$ cat src/hsvrgb_pkg.sv
// Shared types and constants for the HSV to RGB pixel converter.
// Depends on nothing; every other source file refers to it by scoped names.
`timescale 1ns / 1ps

package hsvrgb_pkg;

  localparam int unsigned RAMP_W  = 17;   // Q.16 ramp value, 0..65536
  localparam int unsigned PCH_W   = 35;   // scaled channel times saturation
  localparam int unsigned PSUM_W  = 38;   // channel sum times (1 - saturation), signed

  localparam logic [RAMP_W-1:0] ONE_Q16    = 17'h10000;
  localparam logic [9:0]        ONE_Q8     = 10'd256;
  localparam logic [18:0]       SECTORS    = 19'd6;
  localparam logic [18:0]       TURN_MOD   = 19'd393216;  // six sectors of 2^16
  localparam logic [18:0]       HUE_OFFSET = 19'd65536;   // one sector of rotation
  localparam logic [7:0]        FULL_SCALE = 8'd255;

  typedef enum logic [2:0] {
    SEC_R_G_FALL = 3'd0,
    SEC_R_B_RISE = 3'd1,
    SEC_B_R_FALL = 3'd2,
    SEC_B_G_RISE = 3'd3,
    SEC_G_B_FALL = 3'd4,
    SEC_G_R_RISE = 3'd5
  } sector_t;

  typedef struct packed {
    logic [7:0]  pixel_index;
    logic [15:0] hue;
    logic [8:0]  saturation;
    logic [8:0]  brightness;
  } pix_in_t;

  typedef struct packed {
    logic [7:0] pixel_index_out;
    logic [7:0] red;
    logic [7:0] green;
    logic [7:0] blue;
  } pix_out_t;

  typedef struct packed {
    logic [7:0]        pixel_index;
    logic [RAMP_W-1:0] ramp_r;
    logic [RAMP_W-1:0] ramp_g;
    logic [RAMP_W-1:0] ramp_b;
    logic [8:0]        saturation;
    logic [8:0]        brightness;
  } ramp_t;

  typedef struct packed {
    logic [7:0]               pixel_index;
    logic [PCH_W-1:0]         prod_r;
    logic [PCH_W-1:0]         prod_g;
    logic [PCH_W-1:0]         prod_b;
    logic signed [PSUM_W-1:0] prod_sum;
  } prod_t;

endpackage

$ cat src/hsvrgb_ramp.sv
// First pipeline stage: hue to sector and fraction, two-channel ramp, index wrap.
// Depends on hsvrgb_pkg.
`timescale 1ns / 1ps

module hsvrgb_ramp #(
  parameter int PIXEL_COUNT = 256
) (
  input  logic                clk,
  input  logic                rst_n,
  input  logic                up_valid,
  output logic                up_ready,
  input  hsvrgb_pkg::pix_in_t up_data,
  output logic                dn_valid,
  input  logic                dn_ready,
  output hsvrgb_pkg::ramp_t   dn_data
);

  logic                valid_r;
  hsvrgb_pkg::ramp_t   data_r;
  hsvrgb_pkg::ramp_t   data_nxt;
  logic                load;
  logic [18:0]         turn_raw;
  logic [18:0]         turn;
  hsvrgb_pkg::sector_t sector;
  logic [hsvrgb_pkg::RAMP_W-1:0] frac;
  logic [hsvrgb_pkg::RAMP_W-1:0] frac_inv;
  logic [7:0]          idx_wrap [256];

  // Index wrap table, folded at elaboration.
  for (genvar i = 0; i < 256; i++) begin : g_idx
    assign idx_wrap[i] = 8'(i % PIXEL_COUNT);
  end

  assign load     = !valid_r || dn_ready;
  assign up_ready = load;

  always_comb begin
    turn_raw = 19'(up_data.hue) * hsvrgb_pkg::SECTORS + hsvrgb_pkg::HUE_OFFSET;
    if (turn_raw >= hsvrgb_pkg::TURN_MOD) begin
      turn = turn_raw - hsvrgb_pkg::TURN_MOD;
    end else begin
      turn = turn_raw;
    end
    sector   = hsvrgb_pkg::sector_t'(turn[18:16]);
    frac     = {1'b0, turn[15:0]};
    frac_inv = hsvrgb_pkg::ONE_Q16 - frac;

    data_nxt.pixel_index = idx_wrap[up_data.pixel_index];
    data_nxt.saturation  = up_data.saturation;
    data_nxt.brightness  = up_data.brightness;
    data_nxt.ramp_r      = '0;
    data_nxt.ramp_g      = '0;
    data_nxt.ramp_b      = '0;
    case (sector)
      hsvrgb_pkg::SEC_R_G_FALL: begin
        data_nxt.ramp_r = hsvrgb_pkg::ONE_Q16;
        data_nxt.ramp_g = frac_inv;
      end
      hsvrgb_pkg::SEC_R_B_RISE: begin
        data_nxt.ramp_r = hsvrgb_pkg::ONE_Q16;
        data_nxt.ramp_b = frac;
      end
      hsvrgb_pkg::SEC_B_R_FALL: begin
        data_nxt.ramp_r = frac_inv;
        data_nxt.ramp_b = hsvrgb_pkg::ONE_Q16;
      end
      hsvrgb_pkg::SEC_B_G_RISE: begin
        data_nxt.ramp_b = hsvrgb_pkg::ONE_Q16;
        data_nxt.ramp_g = frac;
      end
      hsvrgb_pkg::SEC_G_B_FALL: begin
        data_nxt.ramp_b = frac_inv;
        data_nxt.ramp_g = hsvrgb_pkg::ONE_Q16;
      end
      default: begin
        data_nxt.ramp_g = hsvrgb_pkg::ONE_Q16;
        data_nxt.ramp_r = frac;
      end
    endcase
  end

  always_ff @(posedge clk) begin
    if (!rst_n) begin
      valid_r <= 1'b0;
    end else if (load) begin
      valid_r <= up_valid;
    end
  end

  always_ff @(posedge clk) begin
    if (load) begin
      data_r <= data_nxt;
    end
  end

  assign dn_valid = valid_r;
  assign dn_data  = data_r;

endmodule

$ cat src/hsvrgb_mult.sv
// Stages two to four: scale ramps by value, form the channel sum, then the
// saturation products. Depends on hsvrgb_pkg.
`timescale 1ns / 1ps

module hsvrgb_mult (
  input  logic              clk,
  input  logic              rst_n,
  input  logic              up_valid,
  output logic              up_ready,
  input  hsvrgb_pkg::ramp_t up_data,
  output logic              dn_valid,
  input  logic              dn_ready,
  output hsvrgb_pkg::prod_t dn_data
);

  typedef struct packed {
    logic [7:0]  pixel_index;
    logic [25:0] chan_r;
    logic [25:0] chan_g;
    logic [25:0] chan_b;
    logic [8:0]  saturation;
  } scaled_t;

  typedef struct packed {
    logic [7:0]        pixel_index;
    logic [25:0]       chan_r;
    logic [25:0]       chan_g;
    logic [25:0]       chan_b;
    logic [26:0]       chan_sum;
    logic [8:0]        saturation;
    logic signed [9:0] sat_inv;
  } summed_t;

  logic              s2_valid_r, s3_valid_r, s4_valid_r;
  scaled_t           s2_data_r, s2_data_nxt;
  summed_t           s3_data_r, s3_data_nxt;
  hsvrgb_pkg::prod_t s4_data_r, s4_data_nxt;
  logic              s2_load, s3_load, s4_load;

  assign s4_load  = !s4_valid_r || dn_ready;
  assign s3_load  = !s3_valid_r || s4_load;
  assign s2_load  = !s2_valid_r || s3_load;
  assign up_ready = s2_load;

  // Operands are widened to the product width before multiplying.
  always_comb begin
    s2_data_nxt.pixel_index = up_data.pixel_index;
    s2_data_nxt.saturation  = up_data.saturation;
    s2_data_nxt.chan_r      = 26'(up_data.ramp_r) * 26'(up_data.brightness);
    s2_data_nxt.chan_g      = 26'(up_data.ramp_g) * 26'(up_data.brightness);
    s2_data_nxt.chan_b      = 26'(up_data.ramp_b) * 26'(up_data.brightness);
  end

  always_comb begin
    s3_data_nxt.pixel_index = s2_data_r.pixel_index;
    s3_data_nxt.chan_r      = s2_data_r.chan_r;
    s3_data_nxt.chan_g      = s2_data_r.chan_g;
    s3_data_nxt.chan_b      = s2_data_r.chan_b;
    s3_data_nxt.saturation  = s2_data_r.saturation;
    s3_data_nxt.chan_sum    = 27'(s2_data_r.chan_r) + 27'(s2_data_r.chan_g)
                              + 27'(s2_data_r.chan_b);
    s3_data_nxt.sat_inv     = $signed(hsvrgb_pkg::ONE_Q8 - {1'b0, s2_data_r.saturation});
  end

  always_comb begin
    s4_data_nxt.pixel_index = s3_data_r.pixel_index;
    s4_data_nxt.prod_r = hsvrgb_pkg::PCH_W'(s3_data_r.chan_r)
                         * hsvrgb_pkg::PCH_W'(s3_data_r.saturation);
    s4_data_nxt.prod_g = hsvrgb_pkg::PCH_W'(s3_data_r.chan_g)
                         * hsvrgb_pkg::PCH_W'(s3_data_r.saturation);
    s4_data_nxt.prod_b = hsvrgb_pkg::PCH_W'(s3_data_r.chan_b)
                         * hsvrgb_pkg::PCH_W'(s3_data_r.saturation);
    s4_data_nxt.prod_sum = hsvrgb_pkg::PSUM_W'($signed({1'b0, s3_data_r.chan_sum}))
                           * hsvrgb_pkg::PSUM_W'(s3_data_r.sat_inv);
  end

  always_ff @(posedge clk) begin
    if (!rst_n) begin
      s2_valid_r <= 1'b0;
      s3_valid_r <= 1'b0;
      s4_valid_r <= 1'b0;
    end else begin
      if (s2_load) begin
        s2_valid_r <= up_valid;
      end
      if (s3_load) begin
        s3_valid_r <= s2_valid_r;
      end
      if (s4_load) begin
        s4_valid_r <= s3_valid_r;
      end
    end
  end

  always_ff @(posedge clk) begin
    if (s2_load) begin
      s2_data_r <= s2_data_nxt;
    end
    if (s3_load) begin
      s3_data_r <= s3_data_nxt;
    end
    if (s4_load) begin
      s4_data_r <= s4_data_nxt;
    end
  end

  assign dn_valid = s4_valid_r;
  assign dn_data  = s4_data_r;

endmodule

$ cat src/hsvrgb_out.sv
// Stages five and six: mix the products, then scale by 255/2^32 and clamp.
// Holds the output register. Depends on hsvrgb_pkg.
`timescale 1ns / 1ps

module hsvrgb_out (
  input  logic                 clk,
  input  logic                 rst_n,
  input  logic                 up_valid,
  output logic                 up_ready,
  input  hsvrgb_pkg::prod_t    up_data,
  output logic                 dn_valid,
  input  logic                 dn_ready,
  output hsvrgb_pkg::pix_out_t dn_data
);

  localparam int unsigned MIX_W = 39;

  typedef struct packed {
    logic [7:0]              pixel_index;
    logic signed [MIX_W-1:0] mix_r;
    logic signed [MIX_W-1:0] mix_g;
    logic signed [MIX_W-1:0] mix_b;
  } mixed_t;

  logic                 s5_valid_r, s6_valid_r;
  mixed_t               s5_data_r, s5_data_nxt;
  hsvrgb_pkg::pix_out_t s6_data_r, s6_data_nxt;
  logic                 s5_load, s6_load;

  // Truncated x * 255 / 2^32 with negative values forced to zero and large ones to 255.
  function automatic logic [7:0] clamp_chan(input logic signed [MIX_W-1:0] mix);
    logic [MIX_W+7:0] times_255;
    logic [MIX_W-25:0] top;
    logic [7:0]       res;
    times_255 = {mix[MIX_W-1:0], 8'd0} - (MIX_W+8)'(mix[MIX_W-1:0]);
    top       = times_255[MIX_W+7:32];
    if (mix[MIX_W-1]) begin
      res = 8'd0;
    end else if (top > (MIX_W-24)'(hsvrgb_pkg::FULL_SCALE)) begin
      res = hsvrgb_pkg::FULL_SCALE;
    end else begin
      res = top[7:0];
    end
    return res;
  endfunction

  assign s6_load  = !s6_valid_r || dn_ready;
  assign s5_load  = !s5_valid_r || s6_load;
  assign up_ready = s5_load;

  always_comb begin
    s5_data_nxt.pixel_index = up_data.pixel_index;
    s5_data_nxt.mix_r = $signed({4'd0, up_data.prod_r}) + MIX_W'(up_data.prod_sum);
    s5_data_nxt.mix_g = $signed({4'd0, up_data.prod_g}) + MIX_W'(up_data.prod_sum);
    s5_data_nxt.mix_b = $signed({4'd0, up_data.prod_b}) + MIX_W'(up_data.prod_sum);
  end

  // Green and blue leave swapped: green takes the blue term and blue the green term.
  always_comb begin
    s6_data_nxt.pixel_index_out = s5_data_r.pixel_index;
    s6_data_nxt.red             = clamp_chan(s5_data_r.mix_r);
    s6_data_nxt.green           = clamp_chan(s5_data_r.mix_b);
    s6_data_nxt.blue            = clamp_chan(s5_data_r.mix_g);
  end

  always_ff @(posedge clk) begin
    if (!rst_n) begin
      s5_valid_r <= 1'b0;
      s6_valid_r <= 1'b0;
    end else begin
      if (s5_load) begin
        s5_valid_r <= up_valid;
      end
      if (s6_load) begin
        s6_valid_r <= s5_valid_r;
      end
    end
  end

  always_ff @(posedge clk) begin
    if (s5_load) begin
      s5_data_r <= s5_data_nxt;
    end
    if (s6_load) begin
      s6_data_r <= s6_data_nxt;
    end
  end

  assign dn_valid = s6_valid_r;
  assign dn_data  = s6_data_r;

endmodule

$ cat src/hsv_to_rgb_pixel_unit.sv
// Top level of the HSV to RGB pixel converter.
// Depends on hsvrgb_pkg, hsvrgb_ramp, hsvrgb_mult and hsvrgb_out.
`timescale 1ns / 1ps

// Converts one HSV colour per transfer into an 8-bit RGB pixel for an LED
// frame buffer. The input channel (in_valid, in_ready, in_data) carries the
// pixel index, a Q0.16 hue and saturation and value in Q1.8. The result
// channel (out_valid, out_ready, out_data) carries the wrapped index and the
// red, green and blue bytes, with green and blue swapped as the LED strip
// expects.
//
// The datapath is a six-stage pipeline: sector and ramp, scale by value,
// channel sum, saturation products, mixing, and the 255 scale with clamp in
// the output register. One transfer per cycle is sustained while out_ready
// stays high; the stage-two and stage-four multipliers set the stage depth.
//
// Each stage has its own valid bit and loads whenever it is empty or the
// stage after it moves, so bubbles close up and a new input is still taken
// while a finished result waits on out_ready. When the receiver stalls, the
// full stages hold their contents and in_ready falls only once every stage
// is occupied. Synchronous reset clears all valid bits; the pipeline is empty
// and ready once reset is released.
module hsv_to_rgb_pixel_unit #(
  parameter int PIXEL_COUNT = 256
) (
  input  logic                 clk,
  input  logic                 rst_n,
  input  logic                 in_valid,
  output logic                 in_ready,
  input  hsvrgb_pkg::pix_in_t  in_data,
  output logic                 out_valid,
  input  logic                 out_ready,
  output hsvrgb_pkg::pix_out_t out_data
);

  logic              ramp_valid, ramp_ready;
  hsvrgb_pkg::ramp_t ramp_data;
  logic              prod_valid, prod_ready;
  hsvrgb_pkg::prod_t prod_data;

  // Stage one: sector decode, ramps and index wrap.
  hsvrgb_ramp #(
    .PIXEL_COUNT (PIXEL_COUNT)
  ) u_ramp (
    .clk      (clk),
    .rst_n    (rst_n),
    .up_valid (in_valid),
    .up_ready (in_ready),
    .up_data  (in_data),
    .dn_valid (ramp_valid),
    .dn_ready (ramp_ready),
    .dn_data  (ramp_data)
  );

  // Stages two to four: multipliers and the channel sum.
  hsvrgb_mult u_mult (
    .clk      (clk),
    .rst_n    (rst_n),
    .up_valid (ramp_valid),
    .up_ready (ramp_ready),
    .up_data  (ramp_data),
    .dn_valid (prod_valid),
    .dn_ready (prod_ready),
    .dn_data  (prod_data)
  );

  // Stages five and six: mixing, scaling, clamping and the output register.
  hsvrgb_out u_out (
    .clk      (clk),
    .rst_n    (rst_n),
    .up_valid (prod_valid),
    .up_ready (prod_ready),
    .up_data  (prod_data),
    .dn_valid (out_valid),
    .dn_ready (out_ready),
    .dn_data  (out_data)
  );

endmodule
$ cat config.mk
export PLATFORM = sky130hd
export DESIGN_NAME = hsv_to_rgb_pixel_unit
export DESIGN_NICKNAME = d
export VERILOG_FILES = /design/src/hsvrgb_pkg.sv /design/src/hsvrgb_ramp.sv /design/src/hsvrgb_mult.sv /design/src/hsvrgb_out.sv /design/src/hsv_to_rgb_pixel_unit.sv
export SDC_FILE = /design/constraint.sdc
export NUM_CORES = 2
export LEC_CHECK = 0
export BUFFER_PORTS_ARGS = -buffer_cell sky130_fd_sc_hd__buf_2
export CORE_MARGIN = 1
export CORE_UTILIZATION = 47
export DETAILED_ROUTE_END_ITERATION = 7
export PLACE_DENSITY = 0.76
export SKIP_CTS_REPAIR_TIMING = 1
export SLEW_MARGIN = 20
export SYNTH_ARGS = -nofsm -noshare
export SYNTH_HDL_FRONTEND = slang
export SYNTH_SLANG_ARGS = --single-unit
$ cat constraint.sdc
create_clock -name clk -period 6.4 [get_ports clk]
set_input_delay 0.64 -clock clk [delete_from_list [all_inputs] [get_ports clk]]
set_output_delay 0.64 -clock clk [all_outputs]
set_load 0.02 [all_outputs]
# Yosys cells after proc, flatten, opt, wreduce, memory -nomap -nowiden
# Memories as Yosys holds them, arrays and structs flattened. A register that Yosys moved wholly into a read port is not among the register bits.
# Cells that the tools add are included.
[totals] ramBits=0 latch_bits=0 ff_bits=610 word_cells=90 output_inout_bits=34 rom_bits=2048 mem_count=1
[mem_list] name="(name not given)" words=256 word_bits=8 rd=1 rd_clocked_by_memory_dff=1 wr=0 line="hsvrgb_ramp.sv:48" source="data_nxt.pixel_index = idx_wrap[up_data.pixel_index];"
[op_classes] mul=8 n_eq_ne=4 n_div=0 n_shift=0 addsub=12 n_lt_le_gt_ge=4 reduce_logical=17 bitwise_logic=1 muxes=7
[op_table] op="one-hot mux 17 bit (3 select lines)" n=3
[op_table] op="subtractor 47 x 39 -> 47 bit" n=3
[op_table] op="adder 36 x 38 -> 39 bit" n=3
[op_table] op="multiplier 26 x 9 -> 35 bit" n=3
[op_table] op="multiplier 17 x 9 -> 26 bit" n=3
[op_table] op="greater-than comparator 15 x 8 -> 1 bit (second input constant)" n=3
[op_table] op="multiplier 28 x 10 -> 38 bit" n=1
[op_table] op="adder 26 x 26 -> 27 bit" n=1
[op_table] op="adder 27 x 26 -> 27 bit" n=1
[op_table] op="two-way mux 8 bit" n=3
[op_table] op="adder 19 x 17 -> 19 bit (second input constant)" n=1
[op_table] op="greater-or-equal comparator 19 bit (second input constant)" n=1
[op_table] op="two-way mux 19 bit" n=1
[op_table] op="subtractor 19 bit (second input constant)" n=1
[op_table] op="multiplier 16 x 2 -> 18 bit (second input constant)" n=1
[op_table] op="subtractor 17 x 16 -> 17 bit (first input constant)" n=1
[op_table] op="subtractor 9 x 9 -> 10 bit (first input constant)" n=1
[op_table] op="NOT 8 -> 9 bit" n=1
[op_table] op="OR reduction 2 bit" n=4
[op_table] op="equality test 3 x 2 -> 1 bit (second input constant)" n=2
[op_table] op="zero test 1 bit" n=6
[op_table] op="logical OR 1 bit" n=6
[op_table] op="equality test 3 x 1 -> 1 bit (second input constant)" n=1
[op_table] op="equality test 3 bit (second input constant)" n=1
[op_table] op="zero test 3 bit" n=1

# Longest topological paths before layout
[logic_depth] ltp_word=7 depth_mapped=25

# Modules after synthesis
# Synthesis repeated with hierarchy kept, for this count alone.
[unflattened] cells_unflattened=7848 area_unflattened_um2=76604.7
[by_module_without_submodules] module="hsvrgb_mult" cells_per_inst=5743 seq_area_each_um2=11380.9 n_inst=1 area_per_inst_um2=56944.6
[by_module_without_submodules] module="hsvrgb_out" cells_per_inst=1714 seq_area_each_um2=4754.6 n_inst=1 area_per_inst_um2=15327.2
[by_module_without_submodules] module="hsvrgb_ramp" cells_per_inst=391 seq_area_each_um2=2242.2 n_inst=1 area_per_inst_um2=4332.9

# Worst setup path after synthesis
# Ideal clock, no wire load.
[synth_timing] kind="reg2reg" startpoint="reg u_mult.s3_data_r[1] (netlist bit)" endpoint="reg u_mult.s4_data_r (netlist bit u_mult.dn_data[37]), data pin" slack_ns=0.414 n_path_buf=2 setup_ns=0.260 stages_incl_launch_ff=23 arrival_time_ns=5.726 required_ns=6.140 cell_sequence="edfxtp_1 > clkbuf_1 > clkbuf_1 > nand2_1 > fa_1 > fa_1 > inv_1 > fa_1 > fa_1 > inv_1 > fa_1 > inv_1 > ha_1 > a21oi_1 > nand2b_1 > o221ai_1 > o21ai_1 > a221oi_1 > o21ai_0 > o41ai_2 > o2111ai_1 > a21oi_1 > xnor2_1"
[synth_lines] element="from (decl)" line="hsvrgb_mult.sv:36" source="summed_t s3_data_r, s3_data_nxt;"
[synth_lines] element="from (signal assigned)" line="hsvrgb_mult.sv:100" source="s3_data_r <= s3_data_nxt;"
[synth_lines] element="to (signal assigned)" line="hsvrgb_mult.sv:103" source="s4_data_r <= s4_data_nxt;"
[synth_lines] element="to (decl)" line="hsvrgb_mult.sv:37" source="hsvrgb_pkg::prod_t s4_data_r, s4_data_nxt;"

==> flow_summary.ini <==
[clock_network]
root_buffer = clkbuf_16
clk_latency_ps = 680
clockBufferDepth = 3
clkTransAtPathRegs_ps = 60
tritoncts = built
cts_sinks = 600
h-tree-depth = 3
numCtsBuffers = 72

[sta]
rsz0062_at_grt = false
drv_slew = 0
fin_crit_ps = 6140
finalSetupViolCount = 0
finalHoldViolCount = 0
layout_setup_ws_ps = 262
maxSlewHeadroom = 0.335
worst_hold_slack_ps = 143
setup_tns_ps = 0
worst_clock_skew_ps = 30.2
max_freq_ghz = 0.163
timing.final.crit_share = 0.959
tightest_slew_ps = 996

[floorplanning]
io_pins = 80
die_h_um = 394
core_um2 = 152000
fp.dieW_um = 394
start_util = 0.474
rows = 143
dieArea_um2 = 155000

[yosys]
synthTopCellsByArea = fa_1 28%, edfxtp_1 25%, ha_1 11%, inv_1 6.3%, nand2_1 5.2%
ys_ff_latch = 600
syn_area_per_cell_um2 = 9.80
synth_top_area_share = 0.279
ys_types = 91
synth-edff-count = 594
synthCells = 7366
yosys.area.top_type = fa_1
synthArstFlopShare = 0
yosysMostFrequentCell = inv_1
ys.warnings.count = 0
synth_top_flop_cell = edfxtp_1
synth_area_um2 = 72200
synth_nets = 9046
synth_common_cells = 1208 x inv_1, 1005 x fa_1, 997 x nand2_1, 629 x ha_1, 594 x edfxtp_1
yosysSeqAreaShare = 0.249

[finish]
n_antenna_cell = 0
nFillCells = 13400
areaGrowthSynthToFinish_pct = 7.58
final_util = 0.510
nNetsFinal = 9017
drive_gt1_frac = 0.0525

[setup_path]
path_class = reg -> reg
critPathMaxStageDelay_ps = 570
slowest_stage = fa_1
cpMostUsedCell = fa_1
arrival_ps = 6550
worstPathMaxFanout = 7
crit_chain = buf_4 -> and2_1 -> fa_1 -> inv_1 -> fa_1 -> inv_1 -> fa_1 -> fa_1 -> fa_1 -> ha_1 -> nor4_1 -> nand2_1 -> o221ai_1 -> o21ai_2 -> a221oi_4 -> o21ai_2 -> o41ai_4 -> buf_4 -> o21bai_1 -> a21oi_1 -> xnor2_1
worst-endpoint-required_ps = 6810
critical_path.startpoint_type = flop
endpoint_kind = flop

[grt]
antenna_found_initial = 2
grt_pass1_vias = 51900
grt_usage = 0.226
grt_max_degree = 80
grt_overflow = 0
grt_first_pass_wirelength_um = 280000

[routing]
drt-total-wl_um = 174000
initialDrtViolationCount = 3745
drt_pass1_iterations = 8
wl_per_cell_um = 18.5
vias = 50900
avgViaCountPerCell = 5.40
drc = 0
ant_nets = 0

[outcome]
run_status = completed

[placement]
portBuffers = 79
dpl.hpwl_um = 142000
gp_congestion = 0.928
place_ws_ps = 76.0

[flow_run]
cap_violations = 0

[min_path]
hold_class = in -> reg
## layout make-up
cell class	instances	area (um2)	area share
multi-input combinational	5258	48700	0.627
tap	2030	2540	0.0327
inverter	1209	4550	0.0585
clock inverter	51	632	0.00813
clock buffer	79	1840	0.0237
timing repair buffer	196	1490	0.0192
sequential	600	18000	0.231
## worst paths after layout
kind	to	cells past startpoint	from	slack [ps]
setup reg to reg	u_mult.dn_data[35]	21	u_mult.s3_data_r[4]	260
hold reg to reg	u_mult.dn_data[143]	0	u_mult.s3_data_r[124]	410
hold / removal	u_ramp.dn_data[3]	1	in_data[3]	140
setup / recovery	u_mult.dn_data[35]	21	u_mult.s3_data_r[4]	260
## cells by family (layout without fill, tap and decap cells)
group / count (synthesis) / after routing / synth area share
AOI/OAI and AO/OA: 1045 / 1045 / 0.0942
xor gates and xnor gates: 335 / 335 / 0.0409
adders and majority gates: 1634 / 1634 / 0.388
buffers and inverters: 1508 / 1535 / 0.0785
DFF: 600 / 600 / 0.249
muxes: 7 / 7 / 0.00100
and+or+nand+nor: 2237 / 2237 / 0.149
## per-layer routing
metal,part of all wire,vias to the layer above,global-route usage
met1,0.42,25100,0.297
li1,-,23700,-
met2,0.46,1836,0.368
met3,0.067,303,0.0343
met4,0.048,0,0.104
met5,0,-,0
## flip-flops by register name, summed over array words and instances (netlist names)
register           count
u_mult.s3_valid_r      1
u_out.dn_valid         1
u_mult.s2_valid_r      1
u_out.dn_data         32
u_mult.dn_data       147
u_ramp.dn_valid        1
u_out.s5_data_r      122
u_ramp.dn_data        74
u_mult.s2_data_r      92
u_out.s5_valid_r       1
u_mult.s3_data_r     127
u_mult.dn_valid        1
## cells in the final DEF (no fill, tap or decap), types with 42 or more instances in the layout
cell type     n
nand3_1      90
nand2_1     995
o21ai_0     167
nor3_1       75
xnor2_1     262
edfxtp_1    594
ha_1        629
a21oi_1     332
clkbuf_16    72
nor2b_1      63
and2_1      522
xor2_1       70
o21bai_1     42
inv_1      1205
buf_2        79
a21o_1      171
nand2b_1     55
fa_1       1005
buf_4        98
o21a_1       65
nand4_1      44
nor2_1      264
## worst max-delay path, delay by kind of cell, from the launching register on
kind | cells | cell delay (ps)
DFF | 1 | 510
AOI/OAI and AO/OA | 7 | 1440
buffers and inverters | 4 | 510
and+or+nand+nor | 3 | 550
xor gates and xnor gates | 1 | 90
adders and majority gates | 6 | 2750
## metrics by stage
step	instances	cell area, um2
finish	9423	77700
floorplan	7366	72200
global placement	9269	75000
detailed placement	9269	75000
CTS	9399	77400
global route	9423	77700
Power is left out: the tool's default activity adds up to more than one toggle a clock period on the data nets, which glitch-free logic cannot reach.
